File: src/sv/cmbd_ram.sv
// ----------------------------------------------------------------------------
// Generic single-port RAM
// One access per cycle: write, or read with registered read data.
// ----------------------------------------------------------------------------
module cmbd_ram #(
    parameter int WIDTH = 8,
    parameter int DEPTH = 256
) (
    input  logic                     i_clk,
    input  logic                     i_en,
    input  logic                     i_we,
    input  logic [$clog2(DEPTH)-1:0] i_addr,
    input  logic [WIDTH-1:0]         i_wdata,
    output logic [WIDTH-1:0]         o_rdata
);

    logic [WIDTH-1:0] r_mem [DEPTH];
    logic [WIDTH-1:0] r_rdata;

    always_ff @(posedge i_clk) begin
        if (i_en) begin
            if (i_we) begin
                r_mem[i_addr] <= i_wdata;
            end else begin
                r_rdata <= r_mem[i_addr];
            end
        end
    end

    assign o_rdata = r_rdata;

endmodule

File: config.mk
export PLATFORM = sky130hd
export DESIGN_NAME = cmbd_ram
export DESIGN_NICKNAME = d
export VERILOG_FILES = /design/src/sv/cmbd_ram.sv
export SDC_FILE = /design/constraint.sdc
export NUM_CORES = 2
export LEC_CHECK = 0
export BUFFER_PORTS_ARGS = -buffer_cell sky130_fd_sc_hd__clkbuf_2
export CAP_MARGIN = 15
export CORE_ASPECT_RATIO = 1.75
export CORE_MARGIN = 1.5
export CORE_UTILIZATION = 45
export DETAILED_ROUTE_END_ITERATION = 6
export GPL_TIMING_DRIVEN = 0
export SLEW_MARGIN = 20
export SYNTH_ARGS = -nofsm -noshare
export SYNTH_HDL_FRONTEND = slang
export SYNTH_SLANG_ARGS = --single-unit
export TNS_END_PERCENT = 100
File: constraint.sdc
create_clock -name i_clk -period 3.51 [get_ports i_clk]
set_clock_uncertainty 0.05 [all_clocks]
set_input_delay 0.1755 -clock i_clk [delete_from_list [all_inputs] [get_ports i_clk]]
set_output_delay 0.1755 -clock i_clk [all_outputs]
set_load 0.02 [all_outputs]
; ---- Word-level counts from Yosys, hierarchy flattened
; Memories as Yosys holds them, arrays and structs flattened. A register that Yosys moved wholly into a read port is not among the register bits.
; Index checks and enable logic that the tools add are counted.
[totals]
reg_bits = 0
latchBits = 0
mem_bits_rw = 2048
mem_bits_ro = 0
inputBits = 19
out_inout_bits = 8
wordCells = 6
mem_count = 1
[op_classes]
addsub = 0
n_mul = 0
n_div = 0
magnitude_cmp = 0
eq_ne = 0
shift = 0
mux = 3
n_bitwise = 1
n_reduce_logical = 1
[memory_table]
columns = name, words, word_bits, rd, rd_clocked_by_memory_dff, write_ports, line
row1 = r_mem, 256, 8, 1, 1, 1, 17  ; logic [WIDTH-1:0] r_mem [DEPTH];
[op_table]
columns = operator, count
row1 = $mux 1, 3
row2 = $reduce_and 2->1, 1
row3 = $not 1->1, 1

; ---- Longest topological paths before layout
[logic_depth]
ltp_word = 3
depth_mapped = 9
depth_no_buf = 5

; ---- Worst setup path after synthesis
; OpenSTA, ideal clock, no wires.
[synth_path]
path_type = input to register
start = input port i_addr[0]
end = memory r_mem[117][0], enable pin
setup_ns = 0.370
t_arrival_ns = 2.101
required_time_ns = 3.090
slack_ns = 0.989
cell_stages = 8
n_path_buf = 5
path_cell_list = buf_2 -> buf_6 -> buf_2 -> buf_2 -> nor3b_1 -> nand2_1 -> clkbuf_1 -> nor2_1
[synth_rtl]
columns = item, line
row1 = "start, declared", 12  ; input logic [$clog2(DEPTH)-1:0] i_addr,
row2 = "end, declared", 17
; Straight into the memory's write port.

; ---- Worst setup path after layout
[layout_path]
start = input port i_addr[2]
end = memory r_mem[144][2], enable pin
; Straight into the memory's write port.

==> metrics <==
Clk pin slew, worst setup/hold paths 0.06 ns; Worst setup EP type register; CTS tree done; initial DRC count 4260; ANT nets after route 0; Final setup viols approximately 130; Clock Root Buffer clkbuf_16; Req. time, crit path 3.88 ns; clk_lat worst skew 0.82 ns; metal3 WL 13240 um; Buffers on Ports 24; top routing layer in use met5; layout cells sized above 1 between 20 and 30%; via/cell ratio about 6; P_leak roughly 26 nW; Syn Area/Cell 22.23 um^2; number of remaining DRC errors 1; cells after synthesis 3526; Vert. Die Dim between 500 and 600 um; Synth Net Count 3545; Unique masters post-synth 21; Detail Placement HPWL 152200 um; Max-slew headroom 10.54%; Final nets 3792; failing checks DRC, setup timing; CP Cell Sequence clkbuf_2 > nor2_2 > clkbuf_2 > clkbuf_1 > nand2_1 > clkbuf_2 > buf_12 > nor2_1; worst-path maximum fanout 10; Crit Path Class in2reg; outcome finished with violations; f_max 0.2782 GHz; worst r2r src r_mem[207][2]; # rows 202; Slew Viols, Final 0; max_cap viols 0; final hold viol count 0; top cell type's share of synthesized area 78.77%; die span in x between 300 and 400 um; vias in the first global route about 39000; GRT Residual Overflow 0; Final Cycle Share 102.4%; metal1 wirelength 73990 um; CP arrival 3.97 ns; hold crit path type in2reg; Synth area leaders edfxtp_1 (79%), mux4_2 (15%), a22oi_1 (2.5%); total power just under 50 mW; initial core utilization 45.27%; synth cell count leaders edfxtp_1 (2056), mux4_2 (512), nor2_1 (259); Worst setup SP type primary input; Clock Sinks 2056; Core ar. 0.1731 mm^2; worst setup path start i_addr[2]; Least-Margin Pin Slew ~1.3 ns; total global-route track usage 24.92%; Vias 37887; Final WS setup -0.08469 ns; pwr dens approximately 560 mW/mm^2; TritonCTS Buffers 180; most frequent cell after synthesis edfxtp_1; slowest CP cell nand2_1; Seq/Total Area, Yosys 78.77%; post-synth top area cell edfxtp_1; Clock Path Buffers 4; fin util 50.96%; Die ar. 0.1768 mm^2; minimum clock period around 3.6 ns; EDFF count, synth 2056; Syn-to-layout area delta 12.57%; #FFs+latches synth ~2100; post-synth design cell area ~0.078 mm^2; routed wire length 221300 um; Setup TNS -4.401 ns; gpl congestion ~1.1; hold path startpoint i_wdata[1]; R2R Setup Slk 0.48 ns; worst hold slack 0.03298 ns; total number of H-tree levels 4; initial antenna violation count 4; RSZ-0062 raised after global routing yes; share of synthesized registers carrying an async set or reset 0%; total iterations of the first detailed-routing run 7; wire length per cell 35.99 um; cell mode on critical path clkbuf_2; global-route wire length before repair 302600 um; yosys warns 0; Ports 27; Peak supply drop 0.4122 mV; largest net degree at the start of global routing between 100 and 150; Synth Flop Type edfxtp_1; CP peak stage delay 0.75 ns; met2 routed WL 117700 um
==> cell type report <==
cell class                      instances  area, um^2
Timing Repair Buffer                   65        1116
Clock inverter                         95       847.1
Clock buffer                          217        4750
Fill cell                           13462       84900
Buffer                                225        1047
Multi-Input combinational cell       1245       15910
Tap cell                             2244        2808
Sequential cell                      2056       61740
Antenna cell                            2       5.005
==> cell usage in the layout, fill, tap and decap left out, types with 9 or more instances in the layout <==
master,synthesis,final
clkinv_2,0,25
buf_1,21,21
nand2_1,30,15
clkbuf_1,143,149
buf_16,0,26
nor2_1,259,173
mux4_2,512,512
a22oi_1,256,256
buf_2,41,41
clkbuf_2,0,38
nor2_2,0,86
clkinv_1,0,45
a21oi_1,128,125
buf_6,9,9
nand2_2,0,14
dlygate4sd3_1,0,9
bufinv_16,0,16
edfxtp_1,2056,2056
buf_4,11,11
o41ai_1,32,32
clkbuf_16,0,185
==> logic make-up after synthesis <==
family | count (synthesis) | share of synthesized area [%]
multiplexers | 512 | 14.71
AND/OR/NAND/NOR | 317 | 1.606
AO/OA/AOI/OAI | 416 | 3.627
buffers and inverters | 225 | 1.282
flip-flops | 2056 | 78.77
==> registers in the layout, indices dropped and copies added (netlist names) <==
register and flops:
o_rdata 8, r_mem 2048
==> critical path: cells and delay by family <==
family | cells | cell delay [ns]
buffers and inverters | 5 | 1.78
AND/OR/NAND/NOR | 3 | 1.93
==> final timing paths <==
path,end,cells past startpoint
worst min-delay path,r_mem[101][1],1
worst max register to register,o_rdata[2],5
worst min register to register,o_rdata[5],5
worst max-delay path,r_mem[144][2],8
==> power breakdown <==
part | internal [mW] | switching (mW) | leakage [nW] | total [mW]
Clock | 10.8 | 8.71 | 2.73 | 19.5
Combinational | 0.796 | 1.65 | 5.24 | 2.44
Sequential | 27.0 | 0.0121 | 18.5 | 27.0
Total | 38.6 | 10.4 | 26.4 | 49.0
==> through the flow <==
step           std cells  setup WS, ns  area (um^2)
2_1_floorplan       3526        0.9890        78380
3_3_place_gp        5794        -2.551        81300
3_5_place_dp        5826        -1.509        82270
4_1_cts             6147      -0.08828        88140
5_1_grt             6148      -0.09871        88220
6_report            6149      -0.08469        88230
==> routing by layer <==
layer	vias up	track usage, %
met1	20421	27.53
li1	15447	-
met3	444	3.528
met2	1573	45.09
met5	-	0
met4	2	15.61
==> what timing repair did <==
item,4_1_cts,5_1_grt
buffers inserted,0,0
pin swaps,0,0
endpoints found under the setup margin,1299,860
hold endpoints to repair,366,0
hold buffers,9,0
resized for setup,75,31
Note: power is estimated with default switching activity, not from simulation.
