$ cat src/sv/cmbd_pkg.sv
// ----------------------------------------------------------------------------
// Console memory bus decoder package
// Shared types, memory map constants and helpers for the bus decoder.
// ----------------------------------------------------------------------------
package cmbd_pkg;

    // Default build parameters.
    localparam int          DEF_VIDEO_BANKS      = 2;
    localparam int          DEF_WORK_BANKS       = 8;
    localparam logic [15:0] DEF_SERIAL_DATA_ADDR = 16'hFF01;
    localparam logic [15:0] DEF_SERIAL_CTRL_ADDR = 16'hFF02;
    localparam logic [15:0] DEF_DIVIDER_ADDR     = 16'hFF04;
    localparam logic [15:0] DEF_BOOT_OFF_ADDR    = 16'hFF50;

    // Bank geometry.
    localparam int VBANK_SIZE = 8192;
    localparam int WBANK_SIZE = 4096;
    localparam int VBANK_W    = 13;
    localparam int WBANK_W    = 12;

    // Fixed store sizes.
    localparam int SPRITE_DEPTH = 160;
    localparam int IO_DEPTH     = 128;
    localparam int HRAM_DEPTH   = 127;
    localparam int BOOT_DEPTH   = 256;
    localparam int IO_AW        = 7;

    // Memory map boundaries.
    localparam logic [15:0] ADDR_BOOT_END = 16'h0100;
    localparam logic [15:0] ADDR_VRAM     = 16'h8000;
    localparam logic [15:0] ADDR_XRAM     = 16'hA000;
    localparam logic [15:0] ADDR_WRAM0    = 16'hC000;
    localparam logic [15:0] ADDR_WRAMX    = 16'hD000;
    localparam logic [15:0] ADDR_ECHO     = 16'hE000;
    localparam logic [15:0] ADDR_OAM      = 16'hFE00;
    localparam logic [15:0] ADDR_RSVD     = 16'hFEA0;
    localparam logic [15:0] ADDR_IO       = 16'hFF00;
    localparam logic [15:0] ADDR_HRAM     = 16'hFF80;
    localparam logic [15:0] ADDR_IE       = 16'hFFFF;

    localparam logic [7:0] SERIAL_GO   = 8'h81;
    localparam logic [7:0] SERIAL_MASK = 8'h7F;
    localparam logic [7:0] OPEN_BUS    = 8'hFF;

    // Bus function codes.
    localparam logic [1:0] FUNC_READ  = 2'd0;
    localparam logic [1:0] FUNC_WRITE = 2'd1;
    localparam logic [1:0] FUNC_LOAD  = 2'd2;

    // Configuration register indexes.
    localparam int         CFG_INDEX_W      = 2;
    localparam int         CFG_DATA_W       = 3;
    localparam logic [1:0] CFG_VIDEO_BANK   = 2'd0;
    localparam logic [1:0] CFG_WORK_BANK    = 2'd1;
    localparam logic [1:0] CFG_CART_PRESENT = 2'd2;

    typedef enum logic [1:0] {
        OP_READ,
        OP_WRITE,
        OP_LOAD,
        OP_NONE
    } t_op;

    typedef enum logic [3:0] {
        RG_NONE,
        RG_OPEN,
        RG_CART,
        RG_BOOT,
        RG_VRAM,
        RG_WRAM,
        RG_OAM,
        RG_IO,
        RG_HRAM,
        RG_IE
    } t_region;

    // Decoded bus access handed from the decoder to the datapath.
    typedef struct packed {
        t_op     op;
        t_region region;
        logic    wram_banked;
    } t_access;

    // Bank number modulo a small bank count, by repeated subtraction.
    function automatic logic [2:0] bank_wrap(input logic [2:0] bank, input int count);
        logic [3:0] v;
        v = {1'b0, bank};
        for (int i = 0; i < 8; i++) begin
            if (v >= 4'(count)) begin
                v = v - 4'(count);
            end
        end
        return v[2:0];
    endfunction

endpackage

$ cat src/sv/cmbd_decode.sv
// ----------------------------------------------------------------------------
// Bus address decoder
// Maps one bus function and address onto the region that serves it.
// ----------------------------------------------------------------------------
module cmbd_decode (
    input  logic              [1:0]  i_func,
    input  logic              [15:0] i_address,
    input  logic                     i_cart_present,
    input  logic                     i_boot_on,
    output cmbd_pkg::t_access        o_access
);
    import cmbd_pkg::*;

    t_op     op;
    t_region region;
    logic    banked;
    t_region cart_or_open;

    assign cart_or_open = i_cart_present ? RG_CART : RG_OPEN;

    always_comb begin
        case (i_func)
            FUNC_READ:  op = OP_READ;
            FUNC_WRITE: op = OP_WRITE;
            FUNC_LOAD:  op = OP_LOAD;
            default:    op = OP_NONE;
        endcase
    end

    always_comb begin
        banked = 1'b0;
        if (op == OP_LOAD) begin
            region = RG_BOOT;
        end else if (op == OP_NONE) begin
            region = RG_NONE;
        end else if (i_address == ADDR_IE) begin
            region = RG_IE;
        end else if (i_address < ADDR_VRAM) begin
            // The boot ROM shadows the bottom page for reads only.
            if (op == OP_READ && i_address < ADDR_BOOT_END && i_boot_on) begin
                region = RG_BOOT;
            end else begin
                region = cart_or_open;
            end
        end else if (i_address < ADDR_XRAM) begin
            region = RG_VRAM;
        end else if (i_address < ADDR_WRAM0) begin
            region = cart_or_open;
        end else if (i_address < ADDR_ECHO) begin
            region = RG_WRAM;
            banked = (i_address >= ADDR_WRAMX);
        end else if (i_address < ADDR_OAM) begin
            region = RG_OPEN;
        end else if (i_address < ADDR_RSVD) begin
            region = RG_OAM;
        end else if (i_address < ADDR_IO) begin
            region = RG_OPEN;
        end else if (i_address < ADDR_HRAM) begin
            region = RG_IO;
        end else begin
            region = RG_HRAM;
        end
    end

    assign o_access = '{op: op, region: region, wram_banked: banked};

endmodule

$ cat config.mk
export PLATFORM = sky130hd
export DESIGN_NAME = cmbd_decode
export DESIGN_NICKNAME = d
export VERILOG_FILES = /design/src/sv/cmbd_pkg.sv /design/src/sv/cmbd_decode.sv
export SDC_FILE = /design/constraint.sdc
export NUM_CORES = 1
export LEC_CHECK = 0
export ABC_AREA = 1
export ABC_CLOCK_PERIOD_IN_PS = 800
export BUFFER_PORTS_ARGS = -buffer_cell sky130_fd_sc_hd__buf_2
export CORE_AREA = 10 10 47 49
export DETAILED_ROUTE_END_ITERATION = 8
export DIE_AREA = 0 0 57 59
export GPL_TIMING_DRIVEN = 0
export PLACE_DENSITY = 0.6
export RECOVER_POWER = 100
export SYNTH_ARGS = -nofsm -noshare
export SYNTH_HDL_FRONTEND = slang
export SYNTH_SLANG_ARGS = --single-unit
$ cat constraint.sdc
create_clock -name vclk -period 0.8
set_input_delay 0.04 -clock vclk [all_inputs]
set_output_delay 0.04 -clock vclk [all_outputs]
set_load 0.01 [all_outputs]
* Yosys cells after proc, flatten, opt, wreduce, memory -nomap -nowiden
Index checks and enable logic that the tools add are counted. W data, S select, Z words.
Storage, ports and cells: register bits 0, logic and storage cells 40, bits of input ports 20, output and inout bits 7
Operators by class: eq/ne operators 5, muxes and demuxes 21, reductions and logical operators 4, magnitude comparators 10
Operator list (count):
- $lt A16 B16 Y1 const B | 8
- $mux W4 | 11
- $eq A16 B16 Y1 const B | 1
- $ge A16 B16 Y1 const B | 1
- $lt A16 B9 Y1 const B | 1
- $mux W1 | 7
- $eq A2 B2 Y1 const B | 3
- $pmux W2 S3 | 1
- $logic_not A2 Y1 | 2
- $mux W2 | 2
- $eq A2 B1 Y1 const B | 1
- $logic_and A1 B1 Y1 | 2

* Longest topological paths before layout
word-level depth 12, mapped depth 9, depth with buffers taken out 9

* Least setup slack after synthesis
No wires, ideal clock.
kind input to output, from input port i_address[15], to output port o_access[3] in the netlist's numbering, buffers on the path 0, required time 0.760 ns, slack 0.056 ns, arrival time 0.704 ns, stages on the path 4, cells stage by stage nand2_2 -> nor2_2 -> nand4_1 -> a211oi_1
RTL lines:
- start, declared | line cmbd_decode.sv:7 | input logic [15:0] i_address,
- end, declared | line cmbd_decode.sv:10 | output cmbd_pkg::t_access o_access

==> results.md <==
- Largest net degree at the start of global routing: 9
- Die Footprint: 3360 µm²
- Rel. slew slack: 83.5%
- # diodes: 0
- RSZ-0062 raised after global routing: yes
- Final sequential cell count: 0
- Area share of the leading cell type in the synthesized netlist: 33.9%
- Static leakage: 0.339 nW
- Startpoint type of the worst setup path: primary input
- Commonest cells in the netlist: nand2_1, nor2_1, inv_1
- Setup tns final: -499 ps
- Required time of the worst setup path: 760 ps
- Internal power consumption: 0.132 mW
- Final weighted congestion of routability-driven global placement: 0.719
- Critical Path End Type: output port
- Mapped cell area: 310 µm²
- DR pass1 iterations: 4
- Total via count after detailed routing: 493
- Total number of placement rows: 14
- Final core utilization: 43.0%
- Hold Path Sink: o_access[4]
- Violated checks: setup timing
- Total area of sequential cells: 0 µm²
- Leading cell types by total area after synthesis: nand2_1, nor2_1, inv_1, nand4_1, nor2_2
- Post-synthesis cell count: 72
- Total global routing overflow: 0
- Area of the core region: 1400 µm²
- Part of the total power dissipated in sequential elements: 0%
- Startpoint of the lowest-slack hold path: i_func[1]
- Signed area change from the synthesized netlist to the final layout: 94.4%
- Yosys warnings: 0
- Number of design rule violations left after detail routing: 0
- Via-to-Cell Ratio: 4.18
- Peak supply drop: 0.183 mV
- Switching component of the power: 0.124 mW
- Drt first-iter violations: 4
- Routed WL: 1070 µm
- Slew at the pin closest to its max-slew limit: 245 ps
- Setup violation total in the final timing report: 4
- Data arrival time of the critical path: 920 ps
- Crit Path Category: primary input to output port
- WL/cell: 9.08 µm
- Number of maximum-capacitance violations: 0
- Number of placed I/O pins: 27
- Port Buffer Count: 27
- Number of endpoints with negative hold slack in the final report: 0
- Starting density of the core: 22.1%
- F_max: 1.04 GHz
- Height of the die: 59 µm
- Wire length of the first global-routing pass: 1810 µm
- Library cell with the largest summed area after synthesis: nand2_1
- Worst Path Max Fanout: 2
- Layout cell share with drive strength beyond 1: 41.2%
- Min Tclk post-route: 959 ps
- Sw Share: 48.4%
- Combinational share of power: 100.0%
- Via count of the first global-routing pass: 500
- HPWL Detailed: 933 µm
- Net count of the mapped netlist: 92
- Clock buffer cells: 0
- Total track usage: 5.91%
- Final clock period utilization by the worst path: 120%
- Hold bufs inserted after CTS: 0
- Horizontal die dimension: 57 µm
- Synth unique cells: 16
- Hold path depth: 3
- Result of the run: finished, violations left
- Hold Path Class: primary input to output port
- Power per Cell Area: 426 nW/µm²
- Antenna violations before repair: 0
- Cell with the most instances after synthesis: nand2_1
- Avg Synthesized Cell Area: 4.31 µm²
- Sequential share of the synthesized area: 0%
- Post-detailed-route count of antenna-violating nets: 0
- Final Worst Setup Slack: -159 ps
- Share of power burned in the clock network: 0%
- Final Max Slew Viols: 0
- Total Nets Final: 124
## layer usage
layer	up-vias	global-route usage (%)	wire length [µm]
met5	-	0	0
met1	202	6.25	453
met4	0	0	0
met2	16	11.6	518
li1	275	-	-
met3	0	1.93	100
## worst max-delay path, stage by stage
cell	delay, ps
buf_8	80
nand2_4	50
nor2_4	90
buf_6	100
buf_4	100
nand4_1	80
nand2_1	70
nand3_1	80
nand2_1	60
inv_1	30
buf_2	120
## cells by family (layout without fill, tap and decap cells)
logic type	count (synthesis)	count (layout)	share of synthesized area, %
compound gates	5	5	10.1
buf+inv	15	45	19.4
simple gates	52	52	70.6
## layout make-up
class	count	area (µm²)
Fill cell	155	798
Multi-Input combinational cell	57	298
Timing Repair Buffer	31	230
Inverter	12	47.5
Tap cell	16	20.0
Buffer	2	7.51
## metrics by stage
stage	area [µm²]	hold slack (ps)	setup slack, ps	power (mW)	std cells
floorplan	310	128	56.1	0.0958	72
global placement	465	394	-292	0.187	115
detailed placement	465	398	-299	0.191	115
CTS	586	376	-171	0.250	117
global route	603	392	-243	0.288	118
finish	603	362	-159	0.257	118
## cell usage in the layout, fill, tap and decap left out, types with 2 or more instances in the layout
cell type	Yosys	routed
nor2_2	2	2
nand2_4	0	3
buf_4	1	4
o21ai_0	2	2
buf_6	0	6
nand4_1	2	2
nor2_4	0	2
nand2_1	28	26
clkbuf_1	2	4
inv_1	12	10
nor2_1	15	13
buf_8	0	3
buf_2	0	15
## timing repair
item	CTS	global route
pin swaps	11	8
gates resized for setup	26	4
hold endpoints to repair	0	0
setup buffers	3	1
gates cloned	0	0
setup endpoints to repair	5	4
## worst max-delay path by stage
stage / cells after the start / slack (ps) / to / startpoint
2_1_floorplan: 4 / 60 / o_access[3] / i_address[15]
3_3_place_gp: 8 / -290 / o_access[0] / i_address[15]
3_5_place_dp: 8 / -300 / o_access[0] / i_address[15]
4_1_cts: 9 / -170 / o_access[2] / i_address[14]
5_1_grt: 10 / -240 / o_access[2] / i_address[8]
6_report: 11 / -160 / o_access[1] / i_address[10]
## power groups by stage
| stage | combinational, mW | sequential (mW) | clock, mW |
|---|---|---|---|
| final | 0.257 | 0 | 0 |
| after CTS | 0.250 | 0 | 0 |
| after global routing | 0.288 | 0 | 0 |
| after detailed placement | 0.191 | 0 | 0 |
| after floorplan | 0.0958 | 0 | 0 |
| after global placement | 0.187 | 0 | 0 |
Note: power is estimated with default switching activity, not from simulation.
